===== src/sv/mexp_pkg.sv =====
// Package for the modular exponentiation block: field widths, default operand
// width and the sequencer state type. No dependencies.
package mexp_pkg;

   // Every field on the ports is 32 bits wide.
   localparam int FIELD_WIDTH           = 32;
   localparam int DEFAULT_OPERAND_WIDTH = 32;

   typedef enum logic [2:0] {
      ST_IDLE,   // waiting for a request transaction
      ST_RED,    // reducing the base modulo the modulus
      ST_NEXT,   // inspecting the next exponent bit
      ST_MUL,    // result times base
      ST_SQR,    // base squared
      ST_DONE    // handing the result to the output register
   } mexp_state_type;

endpackage


===== src/sv/modular_exponentiation.sv =====
// Top level of the modular exponentiation block: sequencer and bit-serial
// modular multiplier. Depends on mexp_pkg.
//
// Usage
//    The modulus is written through the csr_ channel (csr_data, 32 bits) while
//    the block is idle; reset sets it to 1 and a value of zero is taken as
//    2 to the power OPERAND_WIDTH. A request transaction carries the base in
//    req_tdata[31:0] and the exponent in req_tdata[63:32]; one response
//    transaction follows with the base raised to the exponent, reduced by the
//    modulus, in rsp_tdata[31:0]. An exponent of zero always gives 1.
//    Each modular multiplication shifts one multiplier bit per cycle. A request
//    is accepted, the base is reduced, then for each exponent bit up to the
//    highest set one the bit is inspected, the result is multiplied by the base
//    when the bit is set and the base is squared, and then the result is handed on.
//    One request is worked on at a time; req_tready is high only while idle.
//    The result sits in an output register, so a new request is taken while
//    an earlier response is still waiting; if the receiver stalls that long,
//    the finished result waits in the sequencer until the register frees.
//    Reset (synchronous, active high) drops any work and any pending response.
module modular_exponentiation #(
   parameter int OPERAND_WIDTH = mexp_pkg::DEFAULT_OPERAND_WIDTH
) (
   input  logic                                  clock,
   input  logic                                  reset,
   // Configuration: modulus
   input  logic                                  csr_valid,
   output logic                                  csr_ready,
   input  logic [mexp_pkg::FIELD_WIDTH-1:0]      csr_data,
   // Request: [31:0] base_value, [63:32] exponent
   input  logic                                  req_tvalid,
   output logic                                  req_tready,
   input  logic [2*mexp_pkg::FIELD_WIDTH-1:0]    req_tdata,
   // Response: [31:0] power_result
   output logic                                  rsp_tvalid,
   input  logic                                  rsp_tready,
   output logic [mexp_pkg::FIELD_WIDTH-1:0]      rsp_tdata
);
   import mexp_pkg::*;

   localparam int W  = OPERAND_WIDTH;
   localparam int CW = $clog2(W);

   mexp_state_type state_ff, state_in;

   logic [W-1:0]  mod_ff,  mod_in;
   logic [W-1:0]  base_ff, base_in;
   logic [W-1:0]  exp_ff,  exp_in;
   logic [W-1:0]  acc_ff,  acc_in;
   // Multiplier: scan_ff is shifted out MSB first, addend_ff is added on each
   // set bit, rem_ff holds the partial product, always below the modulus.
   logic [W-1:0]  scan_ff,   scan_in;
   logic [W-1:0]  addend_ff, addend_in;
   logic [W-1:0]  rem_ff,    rem_in;
   logic [CW-1:0] cnt_ff,    cnt_in;
   logic          rsp_valid_ff, rsp_valid_in;
   logic [W-1:0]  rsp_data_ff,  rsp_data_in;

   logic [W:0]    mod_ext;
   logic [W+1:0]  step_sum;
   logic [W+2:0]  diff_one;
   logic [W+2:0]  diff_two;
   logic [W-1:0]  step_rem;
   logic          mul_last;
   logic          out_free;

   // A zero modulus stands for 2^W, so reduction keeps the low W bits.
   assign mod_ext = (mod_ff == '0) ? {1'b1, {W{1'b0}}} : {1'b0, mod_ff};

   // One multiplier step: 2r + bit*addend is below three times the modulus,
   // so subtracting once or twice brings it back into range.
   assign step_sum = {1'b0, rem_ff, 1'b0} + (scan_ff[W-1] ? {2'b00, addend_ff} : '0);
   assign diff_one = {1'b0, step_sum} - {2'b00, mod_ext};
   assign diff_two = {1'b0, step_sum} - {1'b0, mod_ext, 1'b0};

   always_comb begin
      priority if (!diff_two[W+2]) begin
         step_rem = diff_two[W-1:0];
      end else if (!diff_one[W+2]) begin
         step_rem = diff_one[W-1:0];
      end else begin
         step_rem = step_sum[W-1:0];
      end
   end

   assign mul_last = (cnt_ff == CW'(W - 1));
   assign out_free = !rsp_valid_ff || rsp_tready;

   // Next state
   always_comb begin
      state_in = state_ff;
      unique case (state_ff)
         ST_IDLE: begin
            if (req_tvalid) state_in = ST_RED;
         end
         ST_RED: begin
            if (mul_last) state_in = ST_NEXT;
         end
         ST_NEXT: begin
            priority if (exp_ff == '0) state_in = ST_DONE;
            else if (exp_ff[0])       state_in = ST_MUL;
            else                      state_in = ST_SQR;
         end
         ST_MUL: begin
            if (mul_last) state_in = ST_SQR;
         end
         ST_SQR: begin
            if (mul_last) state_in = ST_NEXT;
         end
         ST_DONE: begin
            if (out_free) state_in = ST_IDLE;
         end
         default: state_in = ST_IDLE;
      endcase
   end

   // Outputs and datapath
   always_comb begin
      req_tready   = (state_ff == ST_IDLE);
      csr_ready    = 1'b1;
      mod_in       = (csr_valid) ? csr_data[W-1:0] : mod_ff;
      base_in      = base_ff;
      exp_in       = exp_ff;
      acc_in       = acc_ff;
      scan_in      = {scan_ff[W-2:0], 1'b0};
      addend_in    = addend_ff;
      rem_in       = step_rem;
      cnt_in       = cnt_ff + 1'b1;
      rsp_valid_in = rsp_valid_ff && !rsp_tready;
      rsp_data_in  = rsp_data_ff;
      unique case (state_ff)
         ST_IDLE: begin
            // The base is reduced by multiplying it by one.
            base_in   = req_tdata[W-1:0];
            exp_in    = req_tdata[FIELD_WIDTH +: W];
            acc_in    = W'(1);
            scan_in   = req_tdata[W-1:0];
            addend_in = W'(1);
            rem_in    = '0;
            cnt_in    = '0;
         end
         ST_RED: begin
            if (mul_last) base_in = step_rem;
         end
         ST_NEXT: begin
            // Result times base scans the result, whose value may equal a
            // modulus of one; the addend is the base, always reduced.
            scan_in   = exp_ff[0] ? acc_ff : base_ff;
            addend_in = base_ff;
            rem_in    = '0;
            cnt_in    = '0;
         end
         ST_MUL: begin
            if (mul_last) begin
               acc_in    = step_rem;
               scan_in   = base_ff;
               addend_in = base_ff;
               rem_in    = '0;
               cnt_in    = '0;
            end
         end
         ST_SQR: begin
            if (mul_last) begin
               base_in = step_rem;
               exp_in  = {1'b0, exp_ff[W-1:1]};
            end
         end
         ST_DONE: begin
            if (out_free) begin
               rsp_valid_in = 1'b1;
               rsp_data_in  = acc_ff;
            end
         end
         default: begin
            rsp_valid_in = rsp_valid_ff;
         end
      endcase
   end

   always_ff @(posedge clock) begin
      if (reset) begin
         state_ff     <= ST_IDLE;
         rsp_valid_ff <= 1'b0;
         mod_ff       <= W'(1);
      end else begin
         state_ff     <= state_in;
         rsp_valid_ff <= rsp_valid_in;
         mod_ff       <= mod_in;
      end
   end

   always_ff @(posedge clock) begin
      base_ff     <= base_in;
      exp_ff      <= exp_in;
      acc_ff      <= acc_in;
      scan_ff     <= scan_in;
      addend_ff   <= addend_in;
      rem_ff      <= rem_in;
      cnt_ff      <= cnt_in;
      rsp_data_ff <= rsp_data_in;
   end

   assign rsp_tvalid = rsp_valid_ff;
   assign rsp_tdata  = FIELD_WIDTH'(rsp_data_ff);

endmodule


===== config.mk =====
export PLATFORM = sky130hd
export DESIGN_NAME = modular_exponentiation
export DESIGN_NICKNAME = d
export VERILOG_FILES = /design/src/sv/mexp_pkg.sv /design/src/sv/modular_exponentiation.sv
export SDC_FILE = /design/constraint.sdc
export NUM_CORES = 1
export LEC_CHECK = 0
export ABC_AREA = 1
export CELL_PAD_IN_SITES_DETAIL_PLACEMENT = 0
export CELL_PAD_IN_SITES_GLOBAL_PLACEMENT = 1
export CORE_AREA = 3 3 185 187
export DETAILED_ROUTE_END_ITERATION = 7
export DIE_AREA = 0 0 188 190
export DONT_BUFFER_PORTS = 1
export PLACE_DENSITY_LB_ADDON = 0.1
export SLEW_MARGIN = 20
export SYNTH_ARGS = -nofsm -noshare
export SYNTH_HDL_FRONTEND = slang
export SYNTH_SLANG_ARGS = --single-unit

===== constraint.sdc =====
create_clock -name clock -period 9.1 [get_ports clock]
set_input_delay 0 -clock clock [delete_from_list [all_inputs] [get_ports clock]]
set_output_delay 0 -clock clock [all_outputs]
set_load 0.03 [all_outputs]

==> impl_metrics.ini <==
[global_route]
grt_pass1_wl_mm = 79.67
grt-ovfl-total = 0
grt_max_degree = 68
grt_antenna_before_repair = 0
grt_pass1_vias = 14420
gr-usage-all-layers_pct = 28.39

[sta]
rsz0062_at_grt = no
hold_violations = 0
relSlewSlack_pct = 26.76
period_share_pct = 71.36
finClkSkew_ps = 12.01
setup_viol = 0
tightest_slew_ps = 1096
fmax_mhz = 154.0
tns_ps = 0
min_period_ps = 6493
finalMaxSlewViolations = 0

[cts]
cts_tree = yes
root_buffer = clkbuf_16
cts.clk_slew.worst_paths_ps = 60
numCtsBuffers = 29
cts_sinks = 265
max-clock-path-buffers = 3
htree_levels = 1
clk_latency_ps = 560

[logic_synthesis]
netlist_instances = 2052
async_flop_share_pct = 0
synth_fa_ha_area_share_pct = 7.843
seq_area_frac_synth_pct = 42.53
synth_simple_gate_area_share_pct = 24.65
synthXorXnorAreaFrac_pct = 3.991
synth_compound_area_share_pct = 12.62
synth-seq-cells = 265
syn-cell-area_sq_mm = 0.01624
synth_edf_count = 160
synth.avg_cell_area_sq_um = 7.915
yosysWarnings = 0
syn_nets = 2253
synthMuxAreaShare_pct = 0.6240
ys_types = 49
synth_top_family_by_area = simple AND/OR/NAND/NOR gates
synth-main-ff-cell = edfxtp_1

[worst_setup_path]
cp_common_cell = nand2_1
critical_path_class = register to register
cpMaxStageDelayCell = nand2_2
crit_family = simple AND/OR/NAND/NOR gates
startpoint_type = register
r2r_cells = 31
cp-end-kind = register
crit_required_ps = 9390
path_max_fanout = 39
arrival_ps = 6780
crit_cells = 31
path_buf_inv = 4
critical_path.max_stage_delay_ps = 740

[min_path]
hold_class = input port to register
whs_path_depth = 2

[cells_and_area]
n_fill_cell = 3108
drive_gt1_share_pct = 6.490
syn_to_final_growth_pct = 15.03
antenna_cells = 0
fin_util_pct = 57.27
final_nets = 2336

[place]
dpl.hpwl_mm = 38.76
globalplace.congestion = 0.9084
io_buffers = 0

[detailed_routing]
ant_nets = 0
drtPass1Iterations = 6
wl_per_cell_um = 19.71
routed_wl_mm = 51.22
drc = 0
vias = 14240
viasPerCell = 5.480
drtIter0Drc = 1055

[run]
maxCapViolCount = 0

[floorplan]
fp-row-count = 66
die_width_um = 188
initial_core_util_pct = 49.79
io_pins = 136
core_sq_mm = 0.03262
die_h_um = 190
die_area_sq_mm = 0.03572

[power]
power_density_mw_per_mm2 = 445.9
ir_drop_v = 0.0006427
power_w = 0.008330
leakagePower_nw = 8.611

[outcome]
status = completed
==> area by class of cell <==
cell class	instances	area, sq um	area share (%)
inverter	256	960.9	5.144
sequential	265	6907	36.97
timing repair buffer	114	1109	5.934
tap	442	553.0	2.960
multi-input combinational	1469	8115	43.44
clock buffer	37	775.7	4.152
clock inverter	16	261.5	1.400
==> through the flow <==
step | setup slack [ps] | hold slack [ps] | instances | cell area (sq um)
after floorplan | 4826 | 69.07 | 2052 | 16240
after global placement | 2734 | 71.44 | 2445 | 16630
after detailed placement | 2678 | 76.63 | 2445 | 16630
after CTS | 2631 | 98.21 | 2599 | 18680
after global routing | 2006 | 146.4 | 2599 | 18680
final | 2607 | 122.6 | 2599 | 18680
==> worst paths after layout <==
kind                                   from         end  slack, ps
worst max-delay path            scan_ff[31]  acc_ff[26]       2610
worst min-delay path                  reset  rsp_tvalid        120
worst max register to register  scan_ff[31]  acc_ff[26]       2610
worst min register to register    cnt_ff[0]   cnt_ff[0]        450
==> synth_stat cells, drive strengths merged, types with 2 or more instances <==
cell | instances | area [sq um]
a2111oi | 2 | 17.52
a21boi | 4 | 41.29
a21o | 8 | 60.06
a21oi | 145 | 733.2
a221oi | 3 | 26.28
a31oi | 8 | 50.05
buf | 15 | 116.4
clkbuf | 47 | 176.4
clkinv | 3 | 11.26
dfxtp | 105 | 2102
edfxtp | 160 | 4805
fa | 3 | 60.06
ha | 97 | 1214
inv | 253 | 949.7
mux2 | 9 | 101.4
nand2 | 546 | 2127
nand3 | 123 | 675.7
nand3b | 15 | 112.6
nand4 | 24 | 156.4
nor2 | 182 | 708.2
nor3 | 21 | 105.1
nor4 | 16 | 100.1
o2111ai | 31 | 271.5
o211ai | 6 | 45.04
o21a | 3 | 22.52
o21ai | 128 | 640.6
o21bai | 12 | 90.09
o31ai | 3 | 22.52
xnor2 | 25 | 219.0
xor2 | 49 | 429.2
==> per-layer routing <==
metal  global-route usage, %  vias up  part of all wire [%]
met5                       0        -                     0
met4                   11.57        0                   4.5
met3                   3.243      112                   4.4
met2                   50.86      382                    49
met1                   34.92     6705                    42
li1                        -     7044                     -
==> sequential cells by signal (all words and copies together), names as in the netlist <==
signal,flops
acc_ff,32
rsp_tdata,32
rem_ff,32
rsp_tvalid,1
base_ff,32
addend_ff,32
state_ff,3
scan_ff,32
exp_ff,32
cnt_ff,5
mod_ff,32
==> cells in the final DEF (no fill, tap or decap), drive strengths merged, types with 2 or more instances in the layout <==
master / synthesis / layout
nand3: 123 / 123
edfxtp: 160 / 160
ha: 97 / 97
o21ai: 128 / 128
o211ai: 6 / 6
a21boi: 4 / 4
o2111ai: 31 / 31
dfxtp: 105 / 105
buf: 15 / 13
fa: 3 / 3
xnor2: 25 / 25
a31oi: 8 / 8
o31ai: 3 / 3
dlygate4sd3: 0 / 101
a2111oi: 2 / 2
a21o: 8 / 8
nor2: 182 / 182
a221oi: 3 / 3
a21oi: 145 / 145
clkinv: 3 / 9
inv: 253 / 255
o21a: 3 / 3
nand2: 546 / 546
xor2: 49 / 49
clkbuf: 47 / 37
o21bai: 12 / 12
nand4: 24 / 24
mux2: 9 / 9
nand3b: 15 / 15
nor3: 21 / 21
bufinv: 0 / 7
nor4: 16 / 16
==> kinds of logic after synthesis <==
family / after synthesis
XOR/XNOR: 74
AND/OR/NAND/NOR: 929
other: 1
AO/OA/AOI/OAI: 356
multiplexers: 9
flip-flops: 265
adder cells (fa/ha/maj): 100
buffers and inverters: 318
==> what timing repair did <==
item                                   CTS  global route
buffers inserted                         0             0
resized for setup                        0             0
hold buffers                           101             0
endpoints found under the hold margin  132             0
==> report_power, final <==
group	internal, W	total [W]	switching (W)
combinational	0.00148	0.00503	0.00356
sequential	0.00184	0.00201	0.000174
clock	0.000799	0.00128	0.000483
==> worst reg2reg max path, delay by kind of cell, from the launching register on <==
| kind | cells | cell delay (ps) |
|---|---|---|
| adders and majority gates | 3 | 1020 |
| and+or+nand+nor | 17 | 2490 |
| xor gates and xnor gates | 1 | 210 |
| buffers and inverters | 4 | 580 |
| DFF | 1 | 410 |
| AOI/OAI and AO/OA | 6 | 1530 |
(Power assumes the default switching activity.)
